$ cat config.mk
export PLATFORM = sky130hd
export DESIGN_NAME = interrupt_redirection_controller_flat
export DESIGN_NICKNAME = d
export VERILOG_FILES = /design/src/rtl/irc_pkg.sv /design/src/rtl/irc_in_if.sv /design/src/rtl/irc_out_if.sv /design/src/rtl/interrupt_redirection_controller.sv /design/src/flat_wrapper.sv
export SDC_FILE = /design/constraint.sdc
export NUM_CORES = 1
export LEC_CHECK = 0
export BUFFER_PORTS_ARGS = -buffer_cell sky130_fd_sc_hd__buf_2
export CAP_MARGIN = 10
export CORE_ASPECT_RATIO = 1.25
export CORE_MARGIN = 2
export CORE_UTILIZATION = 55
export CTS_CLUSTER_DIAMETER = 100
export DETAILED_ROUTE_END_ITERATION = 10
export GPL_TIMING_DRIVEN = 1
export PLACE_DENSITY = 0.78
export SLEW_MARGIN = 25
export SYNTH_ARGS = -nofsm -noshare
export SYNTH_HDL_FRONTEND = slang
export SYNTH_SLANG_ARGS = --single-unit
$ cat constraint.sdc
create_clock -name clk_i -period 9.9 [get_ports clk_i]
set_input_delay 0 -clock clk_i [delete_from_list [all_inputs] [get_ports clk_i]]
set_output_delay 0 -clock clk_i [all_outputs]
set_load 0.01 [all_outputs]
$ cat src/rtl/irc_pkg.sv
// shared types, codes and constants of the interrupt redirection controller
package irc_pkg;

  localparam int unsigned CMD_W   = 2;
  localparam int unsigned OFF_W   = 12;
  localparam int unsigned DATA_W  = 32;
  localparam int unsigned PNUM_W  = 5;
  localparam int unsigned VEC_W   = 8;
  localparam int unsigned DEST_W  = 4;

  localparam int unsigned MAX_RESULTS = 24;
  localparam int unsigned CNT_W       = $clog2(MAX_RESULTS + 1);

  typedef enum logic [CMD_W-1:0] {
    CMD_READ  = 2'd0,
    CMD_WRITE = 2'd1,
    CMD_PIN   = 2'd2,
    CMD_EOI   = 2'd3
  } cmd_e;

  // register offsets in the bus region
  localparam logic [OFF_W-1:0] INDEX_OFFSET  = 12'h000;
  localparam logic [OFF_W-1:0] WINDOW_OFFSET = 12'h010;

  // window indices
  localparam logic [7:0] IDX_ID     = 8'h00;
  localparam logic [7:0] IDX_VER    = 8'h01;
  localparam logic [7:0] IDX_ARB    = 8'h02;
  localparam logic [7:0] ENTRY_BASE = 8'h10;

  localparam logic [DATA_W-1:0] VERSION_WORD = 32'h0011_0011;

  // delivery modes that never deliver
  localparam logic [2:0] DM_SMI    = 3'd2;
  localparam logic [2:0] DM_NMI    = 3'd4;
  localparam logic [2:0] DM_INIT   = 3'd5;
  localparam logic [2:0] DM_EXTINT = 3'd7;

  typedef struct packed {
    logic [DEST_W-1:0] dest;
    logic              mask;
    logic              trigger;
    logic              polarity;
    logic              dmode;
    logic [2:0]        delivery;
    logic [VEC_W-1:0]  vector;
  } entry_t;

  localparam entry_t ENTRY_RESET = entry_t'(19'h04000);

  typedef struct packed {
    logic              kind;
    logic [DATA_W-1:0] read_data;
    logic [DEST_W-1:0] dest_id;
    logic              logical_mode;
    logic [VEC_W-1:0]  irq_vector;
    logic              level_triggered;
    logic              last;
  } res_t;

  function automatic logic can_deliver(entry_t e);
    logic bad_mode;
    bad_mode = (e.delivery == DM_SMI) || (e.delivery == DM_NMI) ||
               (e.delivery == DM_INIT) || (e.delivery == DM_EXTINT);
    return !e.mask && !bad_mode;
  endfunction

  function automatic res_t delivery_res(entry_t e);
    res_t r;
    r.kind            = 1'b1;
    r.read_data       = '0;
    r.dest_id         = e.dest;
    r.logical_mode    = e.dmode;
    r.irq_vector      = e.vector;
    r.level_triggered = e.trigger;
    r.last            = 1'b0;
    return r;
  endfunction

endpackage

$ cat src/rtl/irc_in_if.sv
// input channel: command words into the controller
interface irc_in_if;
  logic                        valid;
  logic                        ready;
  logic [irc_pkg::CMD_W-1:0]   cmd;
  logic [irc_pkg::OFF_W-1:0]   offset;
  logic [irc_pkg::DATA_W-1:0]  write_data;
  logic [irc_pkg::PNUM_W-1:0]  pin_number;
  logic                        line_level;
  logic [irc_pkg::VEC_W-1:0]   eoi_vector;

  modport source (output valid, cmd, offset, write_data, pin_number, line_level, eoi_vector,
                  input ready);
  modport sink (input valid, cmd, offset, write_data, pin_number, line_level, eoi_vector,
                output ready);
endinterface

$ cat src/rtl/irc_out_if.sv
// output channel: read data and interrupt delivery words
interface irc_out_if;
  logic                        valid;
  logic                        ready;
  logic                        kind;
  logic [irc_pkg::DATA_W-1:0]  read_data;
  logic [irc_pkg::DEST_W-1:0]  dest_id;
  logic                        logical_mode;
  logic [irc_pkg::VEC_W-1:0]   irq_vector;
  logic                        level_triggered;
  logic                        last;

  modport source (output valid, kind, read_data, dest_id, logical_mode, irq_vector,
                  level_triggered, last, input ready);
  modport sink (input valid, kind, read_data, dest_id, logical_mode, irq_vector,
                level_triggered, last, output ready);
endinterface

$ cat src/rtl/interrupt_redirection_controller.sv
// interrupt redirection controller top level: register window, pin events, eoi scan
//
// usage:
//   in_i  takes command words: register read, register write, pin level event,
//         end of interrupt. a word is taken when valid and ready are both high.
//   out_o returns read data words and interrupt delivery words; the final word
//         caused by a command carries last.
//   a read, write or pin event does the redirection table memory read, then
//   evaluates, and a write stores the entry back. an eoi scan walks the
//   table one pin a cycle through the memory read port while the output
//   can take words, then flushes the held delivery word.
//   one command is in work at a time; ready is high only in idle.
//   a finished word sits in the output register; a new command is taken while
//   it waits, and the block stalls only when it must place another word.
//   reset clears the index, chip id, remote-irr and line bits and the per-pin
//   valid bits; an unwritten table entry reads as masked with all else zero.
//   at most 24 words are returned per command; further deliveries still
//   update remote-irr.
module interrupt_redirection_controller #(
  parameter int unsigned PINS = 24
) (
  input  logic      clk_i,
  input  logic      rst_ni,
  irc_in_if.sink    in_i,
  irc_out_if.source out_o
);

  localparam int unsigned PIN_W      = (PINS > 1) ? $clog2(PINS) : 1;
  localparam int unsigned ENTRY_LAST = 16 + 2 * PINS - 1;

  typedef enum logic [3:0] {
    ST_IDLE  = 4'b0001,
    ST_EXEC  = 4'b0010,
    ST_SCAN  = 4'b0100,
    ST_FLUSH = 4'b1000
  } state_e;

  // control state
  state_e                         state_q, state_d;
  logic [7:0]                     idx_q, idx_d;
  logic [irc_pkg::DEST_W-1:0]     chip_q, chip_d;
  logic [PINS-1:0]                irr_q, irr_d;
  logic [PINS-1:0]                line_q, line_d;
  logic [PINS-1:0]                ent_vld_q, ent_vld_d;
  logic                           rd_vld_q;
  logic                           out_vld_q, out_vld_d;
  logic                           pend_vld_q, pend_vld_d;
  logic [irc_pkg::CNT_W-1:0]      count_q, count_d;
  logic [PIN_W-1:0]               cur_q, cur_d;

  // payload registers
  irc_pkg::cmd_e                  cmd_q;
  logic [irc_pkg::OFF_W-1:0]      off_q;
  logic [irc_pkg::DATA_W-1:0]     wd_q;
  logic                           lvl_q;
  logic                           pin_ok_q;
  logic [irc_pkg::VEC_W-1:0]      vec_q;
  irc_pkg::res_t                  out_res_q, out_res_d;
  irc_pkg::res_t                  pend_res_q, pend_res_d;

  // redirection table memory
  irc_pkg::entry_t                mem_q [PINS];
  irc_pkg::entry_t                rd_q;
  logic                           mem_we;
  logic                           mem_re;
  logic [PIN_W-1:0]               mem_raddr;
  irc_pkg::entry_t                mem_wdata;

  logic                           accept;
  logic                           out_free;
  irc_pkg::entry_t                ent;
  logic [7:0]                     idx_off;
  logic                           idx_entry;
  logic [PIN_W-1:0]               idx_pin;
  logic                           in_pin_ok;
  logic                           win_sel;

  assign accept    = in_i.valid && in_i.ready;
  assign out_free  = !out_vld_q || out_o.ready;
  // an entry never written reads as its reset value
  assign ent       = rd_vld_q ? rd_q : irc_pkg::ENTRY_RESET;
  assign idx_off   = idx_q - irc_pkg::ENTRY_BASE;
  assign idx_entry = (idx_q >= irc_pkg::ENTRY_BASE) && ({1'b0, idx_q} <= 9'(ENTRY_LAST));
  assign idx_pin   = idx_off[PIN_W:1];
  assign in_pin_ok = ({3'b000, in_i.pin_number} < 8'(PINS));
  assign win_sel   = (off_q == irc_pkg::WINDOW_OFFSET);

  assign in_i.ready = (state_q == ST_IDLE);

  always_comb begin
    irc_pkg::entry_t new_ent;
    irc_pkg::res_t   res;
    logic            emit;
    logic            fire;
    logic            asserted;
    logic            match;
    logic            cap_ok;
    logic            need_out;

    state_d    = state_q;
    idx_d      = idx_q;
    chip_d     = chip_q;
    irr_d      = irr_q;
    line_d     = line_q;
    ent_vld_d  = ent_vld_q;
    pend_vld_d = pend_vld_q;
    pend_res_d = pend_res_q;
    count_d    = count_q;
    cur_d      = cur_q;
    mem_we     = 1'b0;
    mem_re     = 1'b0;
    mem_raddr  = '0;
    mem_wdata  = ent;
    out_res_d  = out_res_q;
    out_vld_d  = out_vld_q && !out_o.ready;

    new_ent  = ent;
    res      = irc_pkg::delivery_res(ent);
    emit     = 1'b0;
    fire     = 1'b0;
    asserted = 1'b0;
    match    = 1'b0;
    cap_ok   = (count_q < irc_pkg::CNT_W'(irc_pkg::MAX_RESULTS));
    need_out = 1'b0;

    unique case (state_q)
      ST_IDLE: begin
        if (accept) begin
          // issue the table read for whatever entry the command touches
          case (irc_pkg::cmd_e'(in_i.cmd)) inside
            irc_pkg::CMD_READ, irc_pkg::CMD_WRITE: begin
              mem_raddr = idx_pin;
              mem_re    = (in_i.offset == irc_pkg::WINDOW_OFFSET) && idx_entry;
              state_d   = ST_EXEC;
            end
            irc_pkg::CMD_PIN: begin
              mem_raddr = PIN_W'(in_i.pin_number);
              mem_re    = in_pin_ok;
              state_d   = ST_EXEC;
            end
            default: begin
              mem_raddr = '0;
              mem_re    = 1'b1;
              count_d   = '0;
              state_d   = ST_SCAN;
            end
          endcase
          cur_d = mem_raddr;
        end
      end

      ST_EXEC: begin
        case (cmd_q)
          irc_pkg::CMD_READ: begin
            res      = '0;
            res.last = 1'b1;
            if (off_q == irc_pkg::INDEX_OFFSET) begin
              res.read_data = {24'b0, idx_q};
            end else if (win_sel) begin
              if (idx_q == irc_pkg::IDX_ID || idx_q == irc_pkg::IDX_ARB) begin
                res.read_data = {4'b0, chip_q, 24'b0};
              end else if (idx_q == irc_pkg::IDX_VER) begin
                res.read_data = irc_pkg::VERSION_WORD;
              end else if (idx_entry) begin
                if (!idx_q[0]) begin
                  res.read_data = {15'b0, ent.mask, ent.trigger, irr_q[cur_q], ent.polarity,
                                   1'b0, ent.dmode, ent.delivery, ent.vector};
                end else begin
                  res.read_data = {4'b0, ent.dest, 24'b0};
                end
              end
            end
            emit = 1'b1;
          end
          irc_pkg::CMD_WRITE: begin
            if (win_sel && idx_entry) begin
              if (!idx_q[0]) begin
                new_ent.vector   = wd_q[7:0];
                new_ent.delivery = wd_q[10:8];
                new_ent.dmode    = wd_q[11];
                new_ent.polarity = wd_q[13];
                new_ent.trigger  = wd_q[15];
                new_ent.mask     = wd_q[16];
              end else begin
                new_ent.dest = wd_q[27:24];
              end
              // reassess the pin against the new entry
              fire = new_ent.trigger && line_q[cur_q] && !irr_q[cur_q] &&
                     irc_pkg::can_deliver(new_ent);
            end
            res      = irc_pkg::delivery_res(new_ent);
            res.last = 1'b1;
            emit     = fire;
          end
          irc_pkg::CMD_PIN: begin
            asserted = ent.polarity ? !lvl_q : lvl_q;
            if (pin_ok_q && asserted) begin
              fire = irc_pkg::can_deliver(ent) && (!ent.trigger || !irr_q[cur_q]);
            end
            res.last = 1'b1;
            emit     = fire;
          end
          default: ;
        endcase

        if (!emit || out_free) begin
          state_d = ST_IDLE;
          if (emit) begin
            out_vld_d = 1'b1;
            out_res_d = res;
          end
          case (cmd_q)
            irc_pkg::CMD_WRITE: begin
              if (off_q == irc_pkg::INDEX_OFFSET) begin
                idx_d = wd_q[7:0];
              end else if (win_sel && idx_q == irc_pkg::IDX_ID) begin
                chip_d = wd_q[27:24];
              end else if (win_sel && idx_entry) begin
                mem_we           = 1'b1;
                mem_wdata        = new_ent;
                ent_vld_d[cur_q] = 1'b1;
                if (fire) irr_d[cur_q] = 1'b1;
              end
            end
            irc_pkg::CMD_PIN: begin
              if (pin_ok_q) begin
                line_d[cur_q] = asserted;
                if (fire && ent.trigger) irr_d[cur_q] = 1'b1;
              end
            end
            default: ;
          endcase
        end
      end

      ST_SCAN: begin
        // one pin a cycle unless output stalls; the newest delivery awaits its last flag
        match    = irr_q[cur_q] && (ent.vector == vec_q);
        fire     = match && line_q[cur_q] && ent.trigger && irc_pkg::can_deliver(ent);
        need_out = fire && cap_ok && pend_vld_q;
        if (!need_out || out_free) begin
          if (match) irr_d[cur_q] = fire;
          if (fire && cap_ok) begin
            if (pend_vld_q) begin
              out_vld_d = 1'b1;
              out_res_d = pend_res_q;
            end
            pend_vld_d = 1'b1;
            pend_res_d = irc_pkg::delivery_res(ent);
            count_d    = count_q + irc_pkg::CNT_W'(1);
          end
          if (cur_q == PIN_W'(PINS - 1)) begin
            state_d = ST_FLUSH;
          end else begin
            mem_re    = 1'b1;
            mem_raddr = cur_q + PIN_W'(1);
            cur_d     = mem_raddr;
          end
        end
      end

      ST_FLUSH: begin
        if (!pend_vld_q) begin
          state_d = ST_IDLE;
        end else if (out_free) begin
          out_vld_d      = 1'b1;
          out_res_d      = pend_res_q;
          out_res_d.last = 1'b1;
          pend_vld_d     = 1'b0;
          state_d        = ST_IDLE;
        end
      end

      default: state_d = ST_IDLE;
    endcase
  end

  always_ff @(posedge clk_i or negedge rst_ni) begin
    if (!rst_ni) begin
      state_q    <= ST_IDLE;
      idx_q      <= '0;
      chip_q     <= '0;
      irr_q      <= '0;
      line_q     <= '0;
      ent_vld_q  <= '0;
      rd_vld_q   <= 1'b0;
      out_vld_q  <= 1'b0;
      pend_vld_q <= 1'b0;
      count_q    <= '0;
      cur_q      <= '0;
    end else begin
      state_q    <= state_d;
      idx_q      <= idx_d;
      chip_q     <= chip_d;
      irr_q      <= irr_d;
      line_q     <= line_d;
      ent_vld_q  <= ent_vld_d;
      out_vld_q  <= out_vld_d;
      pend_vld_q <= pend_vld_d;
      count_q    <= count_d;
      cur_q      <= cur_d;
      if (mem_re) rd_vld_q <= ent_vld_q[mem_raddr];
    end
  end

  // command word capture and result payload
  always_ff @(posedge clk_i) begin
    if (accept) begin
      cmd_q    <= irc_pkg::cmd_e'(in_i.cmd);
      off_q    <= in_i.offset;
      wd_q     <= in_i.write_data;
      lvl_q    <= in_i.line_level;
      pin_ok_q <= in_pin_ok;
      vec_q    <= in_i.eoi_vector;
    end
    out_res_q  <= out_res_d;
    pend_res_q <= pend_res_d;
  end

  // table memory, one write and one registered read port
  always_ff @(posedge clk_i) begin
    if (mem_we) mem_q[cur_q] <= mem_wdata;
    if (mem_re) rd_q <= mem_q[mem_raddr];
  end

  assign out_o.valid           = out_vld_q;
  assign out_o.kind            = out_res_q.kind;
  assign out_o.read_data       = out_res_q.read_data;
  assign out_o.dest_id         = out_res_q.dest_id;
  assign out_o.logical_mode    = out_res_q.logical_mode;
  assign out_o.irq_vector      = out_res_q.irq_vector;
  assign out_o.level_triggered = out_res_q.level_triggered;
  assign out_o.last            = out_res_q.last;

endmodule

$ cat src/flat_wrapper.sv
// flat-port wrapper written by rule: the top's interface ports become plain ports
module interrupt_redirection_controller_flat 
#(
  parameter int unsigned PINS = 24
)
  (clk_i, rst_ni, in_i_valid, in_i_cmd, in_i_offset, in_i_write_data, in_i_pin_number, in_i_line_level, in_i_eoi_vector, in_i_ready, out_o_valid, out_o_kind, out_o_read_data, out_o_dest_id, out_o_logical_mode, out_o_irq_vector, out_o_level_triggered, out_o_last, out_o_ready);
  irc_in_if in_i_i ();
  irc_out_if out_o_i ();
  input  logic clk_i;
  input  logic rst_ni;
  input wire logic [$bits(in_i_i.valid)-1:0] in_i_valid;
  input wire logic [$bits(in_i_i.cmd)-1:0] in_i_cmd;
  input wire logic [$bits(in_i_i.offset)-1:0] in_i_offset;
  input wire logic [$bits(in_i_i.write_data)-1:0] in_i_write_data;
  input wire logic [$bits(in_i_i.pin_number)-1:0] in_i_pin_number;
  input wire logic [$bits(in_i_i.line_level)-1:0] in_i_line_level;
  input wire logic [$bits(in_i_i.eoi_vector)-1:0] in_i_eoi_vector;
  output wire logic [$bits(in_i_i.ready)-1:0] in_i_ready;
  output wire logic [$bits(out_o_i.valid)-1:0] out_o_valid;
  output wire logic [$bits(out_o_i.kind)-1:0] out_o_kind;
  output wire logic [$bits(out_o_i.read_data)-1:0] out_o_read_data;
  output wire logic [$bits(out_o_i.dest_id)-1:0] out_o_dest_id;
  output wire logic [$bits(out_o_i.logical_mode)-1:0] out_o_logical_mode;
  output wire logic [$bits(out_o_i.irq_vector)-1:0] out_o_irq_vector;
  output wire logic [$bits(out_o_i.level_triggered)-1:0] out_o_level_triggered;
  output wire logic [$bits(out_o_i.last)-1:0] out_o_last;
  input wire logic [$bits(out_o_i.ready)-1:0] out_o_ready;
  assign in_i_i.valid = in_i_valid;
  assign in_i_i.cmd = in_i_cmd;
  assign in_i_i.offset = in_i_offset;
  assign in_i_i.write_data = in_i_write_data;
  assign in_i_i.pin_number = in_i_pin_number;
  assign in_i_i.line_level = in_i_line_level;
  assign in_i_i.eoi_vector = in_i_eoi_vector;
  assign in_i_ready = in_i_i.ready;
  assign out_o_valid = out_o_i.valid;
  assign out_o_kind = out_o_i.kind;
  assign out_o_read_data = out_o_i.read_data;
  assign out_o_dest_id = out_o_i.dest_id;
  assign out_o_logical_mode = out_o_i.logical_mode;
  assign out_o_irq_vector = out_o_i.irq_vector;
  assign out_o_level_triggered = out_o_i.level_triggered;
  assign out_o_last = out_o_i.last;
  assign out_o_i.ready = out_o_ready;
  interrupt_redirection_controller #(.PINS(PINS)) u_core (.clk_i(clk_i), .rst_ni(rst_ni), .in_i(in_i_i), .out_o(out_o_i));
endmodule
==> results.cfg, run 1 <==
[grt]
antenna_found_initial = 0
overflow = 0
met3_usage_pct = 3.61
grt_pass1_wl_mm = 109
track_usage_pct = 27.2
met1_usage_pct = 33.1
grt_pass1_vias = 19000
grt_max_degree = 195
grt_util_met2_pct = 46.4
top_usage_layer = met2

[floorplan]
die_h_um = 257
rows = 92
core_area_um2 = 50500
die_w_um = 206
dieArea_um2 = 53000
initial_core_util_pct = 55.7
ios = 114

[setup_path]
crit_fanout = 63
path_class = reg2reg
crit_slowest_cell = buf_4
crit_family = simple AND/OR/NAND/NOR gates
r2r_cells = 12
required_ns = 10.36
r2r-start = u_core.cur_q[2]
cp.arrival_ns = 5.78
path_common_cell = buf_4
start_kind = register
r2r_end = u_core.rd_q[17]
ff2ff_setup_slack_ns = 4.58
crit_buf_inv = 2
endpoint_kind = register
path_cells = nor3b_1, a22oi_1, and3_4, nor4_4, a21o_4, buf_4, buf_4, nand2_1, nand3_1, a21oi_1, or3_1, o211ai_1
slowest_delay_ns = 0.69

[hold_path]
hp-class = in2reg
whs_path_depth = 2
holdCritStartpoint = in_i_write_data[5]
hold_path_end = u_core.wd_q[5]

[timing]
tightest_slew_ns = 1.16
fin_setup_tns_ns = 0
period_needed_ns = 5.32
timing.hold.ws_ns = 0.0856
layout_worst_path_cycle_share_pct = 53.7
hold_viol = 0
slew-limit-headroom_pct = 22.5
rsz0062_at_grt = no
fin_worst_skew_ns = 0.0250
setup_slack_ns = 4.58
fmax_mhz = 188
final-max-slew-violation-count = 0
setup_viol = 0

[pwr]
p_int_mw = 4.95
p_switching_mw = 1.80
p_seq_share_pct = 50.0
leakage_nw = 12.0
clockPowerShare_pct = 36.1
ir_worst_vdd_uv = 161
switching_share_pct = 26.6
combPwrFrac_pct = 13.9
power_density_nw_per_um2 = 211

[synth]
synthesis.instances = 2281
synth.largest_area_cell = edfxtp_1
yosysUniqueCellTypes = 77
synthTopCellsByArea = edfxtp_1 61%, dfrtp_1 8.9%, nand2_1 7.6%
synth_top_area_share_pct = 60.7
synth_async_sr_flop_share_pct = 15.1
ys_ff_latch = 670
ys.flop_type = edfxtp_1
ys_seq_area_share_pct = 69.7
synth-edff-count = 569
synth.avg_cell_area_um2 = 12.3
ys_warn_count = 0
synth_area_um2 = 28100

[final_layout]
layout_common_cells = 569 x edfxtp_1, 567 x nand2_1, 271 x nand3_1
drive_gt1_share_pct = 14.0
multi_input_area_um2 = 7910
fillers = 3502
synthToLayoutAreaGrowth_pct = 13.5
insertedDiodeCount = 0
nets = 2477
layout_commonest_cell = edfxtp_1
seq_area_um2 = 19600

[clocking]
cts-resized-gates = 0
clockBufferDepth = 3
cts_htree_levels = 2
cts_tree = yes
clock-sinks = 670
root_buffer = clkbuf_16
cts_hold_buf = 51
clk_pin_slew_ns = 0.07
cts_inserted_buffers = 57
post-cts-setup-buffer-count = 0
worstSkewPairLatency_ns = 0.63

[routing]
wire_per_inst_um = 23.5
drt_iter0_markers = 2376
vias_per_cell = 6.29
vias = 19500
drt_pass1_iterations = 6
ant_nets = 0
routed_wl_mm = 73.1
drc = 0

[outcome]
outcome = finished, final reports clean

[placed_design]
io_buffer_count = 89
dp_hpwl_mm = 41.4
gp_congestion = 0.891
pre_cts_ws_ns = 4.46

[job]
cap_violations = 0
[flip-flops by register name, summed over array words and instances, names as in the netlist, 12 cells and up]
signal                  flops
u_core.wd_q                19
u_core.out_o.read_data     21
u_core.off_q               12
u_core.mem_q              456
u_core.pend_res_q          14
u_core.irr_q               24
u_core.ent_vld_q           24
u_core.line_q              24
u_core.rd_q                19
[cell type report]
class / count / area share, %
Timing Repair Buffer: 202 / 4.59
Clock inverter: 35 / 1.74
Clock buffer: 69 / 4.64
Inverter: 23 / 0.270
Tap cell: 658 / 2.58
Sequential cell: 670 / 61.4
Multi-Input combinational cell: 1448 / 24.8
[worst max path at each step]
stage	start	to	slack [ns]	depth (start not counted)
3_5_place_dp	u_core.cur_q[0]	u_core.rd_q[17]	4.46	12
6_report	u_core.cur_q[2]	u_core.rd_q[17]	4.58	12
4_1_cts	u_core.cur_q[0]	u_core.rd_q[17]	4.42	12
5_1_grt	u_core.cur_q[2]	u_core.rd_q[17]	4.40	12
2_1_floorplan	u_core.cur_q[2]	u_core.out_o.dest_id[0]	5.49	10
3_3_place_gp	u_core.cur_q[0]	u_core.rd_q[17]	4.52	12
[cell families (layout without fill, tap and decap cells)]
kind of cell	Yosys count	count (layout)	synth area share (%)
flip-flops	670	670	69.7
XOR/XNOR	10	10	0.311
buffers and inverters	173	329	2.82
adder cells (fa/ha/maj)	11	11	0.489
AO/OA/AOI/OAI	301	301	7.29
multiplexers	44	44	2.18
other	1	11	0.0133
AND/OR/NAND/NOR	1071	1071	17.2
[power groups by stage]
stage                     logic [mW]  registers, mW  clock network, mW
after floorplan                0.636           3.37                  0
after global placement         0.857           3.42                  0
after detailed placement       0.893           3.42                  0
after CTS                      0.917           3.36               2.45
after global routing            1.01           3.38               2.56
final                          0.935           3.37               2.44
[cells in the mapped netlist (12+ instances only)]
master,instances
o21ai_0,102
nand2_1,567
nand3_1,271
edfxtp_1,569
inv_1,23
o41ai_1,25
clkbuf_1,66
nor2_1,83
dfrtp_1,100
mux4_2,12
mux2i_1,13
buf_4,15
and3_1,37
a31oi_1,38
or2_2,20
mux2_2,19
a21oi_1,20
buf_2,59
a22oi_1,31
o2111ai_1,17
o31ai_1,24
[worst register-to-register path, stage by stage (launching register included)]
cell	delay, ns
dfrtp_1	0.53
nor3b_1	0.68
a22oi_1	0.18
and3_4	0.26
nor4_4	0.67
a21o_4	0.59
buf_4	0.60
buf_4	0.73
nand2_1	0.18
nand3_1	0.12
a21oi_1	0.08
or3_1	0.45
o211ai_1	0.10
[through the flow]
| step | util, % | power (mW) | instance area [um^2] | cells |
|---|---|---|---|---|
| after floorplan | - | 4.00 | 28200 | 2291 |
| after global placement | 58.1 | 4.27 | 29300 | 2949 |
| after detailed placement | 58.1 | 4.31 | 29300 | 2949 |
| after CTS | 63.1 | 6.73 | 31900 | 3104 |
| after global routing | 63.2 | 6.94 | 31900 | 3105 |
| final | 63.2 | 6.74 | 31900 | 3105 |
[routing by layer]
metal	vias up	routed length (um)	share of wire, %
met5	-	0	0
met4	0	4580	6.3
met3	276	6290	8.6
met2	1175	36700	50
met1	9491	25600	35
li1	8573	-	-
Power figures use the tool's default switching activity.
==> run 2, diff against run 1 <==
Settings changed: PLACE_DENSITY 0.78 to 0.81.
Clock period 9.9 ns to 4.25 ns, I/O delays scaled along.
==> results.cfg, run 2 (same netlist as run 1, synthesis figures left out) <==
[routing]
routed_wl_mm = 73.8
drt_iter0_markers = 2503
ant_nets = 0
vias = 20100
drt_pass1_iterations = 7
drc = 0
vias_per_cell = 6.33
wire_per_inst_um = 23.3

[timing]
setup_viol = 0
tightest_slew_ns = 0.976
slew-limit-headroom_pct = 34.9
rsz0062_at_grt = no
period_needed_ns = 4.16
fin_worst_skew_ns = 0.0305
layout_worst_path_cycle_share_pct = 97.9
hold_viol = 0
final-max-slew-violation-count = 0
fmax_mhz = 240

[setup_path]
crit_family = simple AND/OR/NAND/NOR gates
crit_slowest_cell = mux4_2
ff2ff_setup_slack_ns = 0.09
required_ns = 4.58
path_cells = buf_12, mux4_2, a22oi_1, nand3_1, a32o_1, a21oi_1, nor3_1, and3b_1, nand4b_1, buf_12, nor2_2, buf_12
crit_buf_inv = 3
path_class = reg2reg
cp.arrival_ns = 4.49
path_common_cell = buf_12
slowest_delay_ns = 0.55
start_kind = register
crit_fanout = 24
endpoint_kind = register

[placed_design]
place_inst = 3011
gp_congestion = 0.963
io_buffer_count = 89
placed_cell_area_um2 = 30200
dp_hpwl_mm = 46.8

[clocking]
post-cts-setup-buffer-count = 0
cts_inserted_buffers = 58
clock-sinks = 670
cts_tree = yes
worstSkewPairLatency_ns = 0.63
root_buffer = clkbuf_16
cts_htree_levels = 2
clk_pin_slew_ns = 0.07
clockBufferDepth = 3

[floorplan]
dieArea_um2 = 53000
rows = 92
initial_core_util_pct = 55.7
die_w_um = 206
core_area_um2 = 50500
ios = 114
die_h_um = 257

[final_layout]
layout_common_cells = 569 x edfxtp_1, 567 x nand2_1, 271 x nand3_1
final_cell_area_um2 = 32600
drive_gt1_share_pct = 15.8
largest_reg_flops = 456
insertedDiodeCount = 0
layout_commonest_cell = edfxtp_1
final_util_pct = 64.5
final_cells = 3169
largest_register = u_core.mem_q
nets = 2537
synthToLayoutAreaGrowth_pct = 15.8

[grt]
grt_max_degree = 66
overflow = 0
track_usage_pct = 28.0
grt_pass1_wl_mm = 113
antenna_found_initial = 0
grt_pass1_vias = 20100

[outcome]
outcome = finished, final reports clean

[pwr]
combPwrFrac_pct = 15.7
power_density_nw_per_um2 = 471
ir_worst_vdd_uv = 386
p_int_mw = 11.1
clockPowerShare_pct = 33.3
total_power_mw = 15.3
p_seq_share_pct = 51.0
p_switching_mw = 4.22
switching_share_pct = 27.5
leakage_nw = 12.3

[hold_path]
hp-class = in2async

[job]
cap_violations = 0
## run 2: changes by cell type in the layout (fill, tap and decap cells not counted), sizes merged
cell / before / now
bufinv: 13 / 4
clkinv: 18 / 27
dlygate4sd3: 50 / 49
clkinvlp: 2 / 4
inv: 25 / 26
clkbuf: 69 / 71
buf: 152 / 212
## run 2: power by group through the flow
| stage | logic (mW) | registers (mW) | clock network [mW] |
|---|---|---|---|
| after floorplan | 1.48 | 7.84 | 0 |
| after global placement | 2.18 | 7.93 | 0 |
| after detailed placement | 2.28 | 7.94 | 0 |
| after CTS | 2.35 | 7.81 | 5.15 |
| after global routing | 2.58 | 7.84 | 5.40 |
| final | 2.40 | 7.83 | 5.11 |
## run 2: worst paths after layout
check / end / cells past startpoint / start
min: u_core.line_q[4] / 2 / rst_ni
min reg2reg: u_core.ent_vld_q[16] / 1 / u_core.ent_vld_q[16]
max in group asynchronous: u_core.chip_q[3] / 3 / rst_ni
min in group clk_i: u_core.vec_q[0] / 2 / in_i_eoi_vector[0]
max: u_core.mem_q[10][15] / 12 / u_core.cur_q[0]
max reg2reg: u_core.mem_q[10][15] / 12 / u_core.cur_q[0]
## run 2: per-layer routing
metal	wire length [um]	global-route usage, %	vias to the layer above
met3	7160	5.10	279
li1	-	-	8708
met2	36900	47.3	1437
met1	25700	33.9	9634
met4	4050	15.2	0
met5	0	0	-
## run 2: cell type report
class	count	area [um^2]
Clock buffer	71	1500
Clock inverter	38	332
Fill cell	3361	18000
Inverter	23	86.3
Multi-Input combinational cell	1448	7910
Sequential cell	670	19600
Tap cell	658	823
Timing Repair Buffer	261	2320
## run 2: timing repair
item / in CTS / in global routing
hold buffers: 49 / 0
hold endpoints to repair: 118 / 0
resized for setup: 0 / 4
endpoints found under the setup margin: 0 / 67
## run 2: stage by stage
stage / TNS [ns] / hold slack, ns / setup WS (ns)
2_1_floorplan: -1.11 / -0.296 / -0.0154
3_3_place_gp: 0 / 0.124 / 0.217
3_5_place_dp: 0 / 0.141 / 0.284
4_1_cts: 0 / 0.0404 / 0.212
5_1_grt: 0 / 0.0936 / 0.00105
6_report: 0 / 0.0397 / 0.0904
## run 2: worst register-to-register path, delay by kind of cell (launching register included)
| family | cells | cell delay, ns |
|---|---|---|
| compound gates | 3 | 0.86 |
| simple gates | 5 | 1.42 |
| mux | 1 | 0.56 |
| buf+inv | 3 | 0.67 |
| flops | 1 | 0.37 |
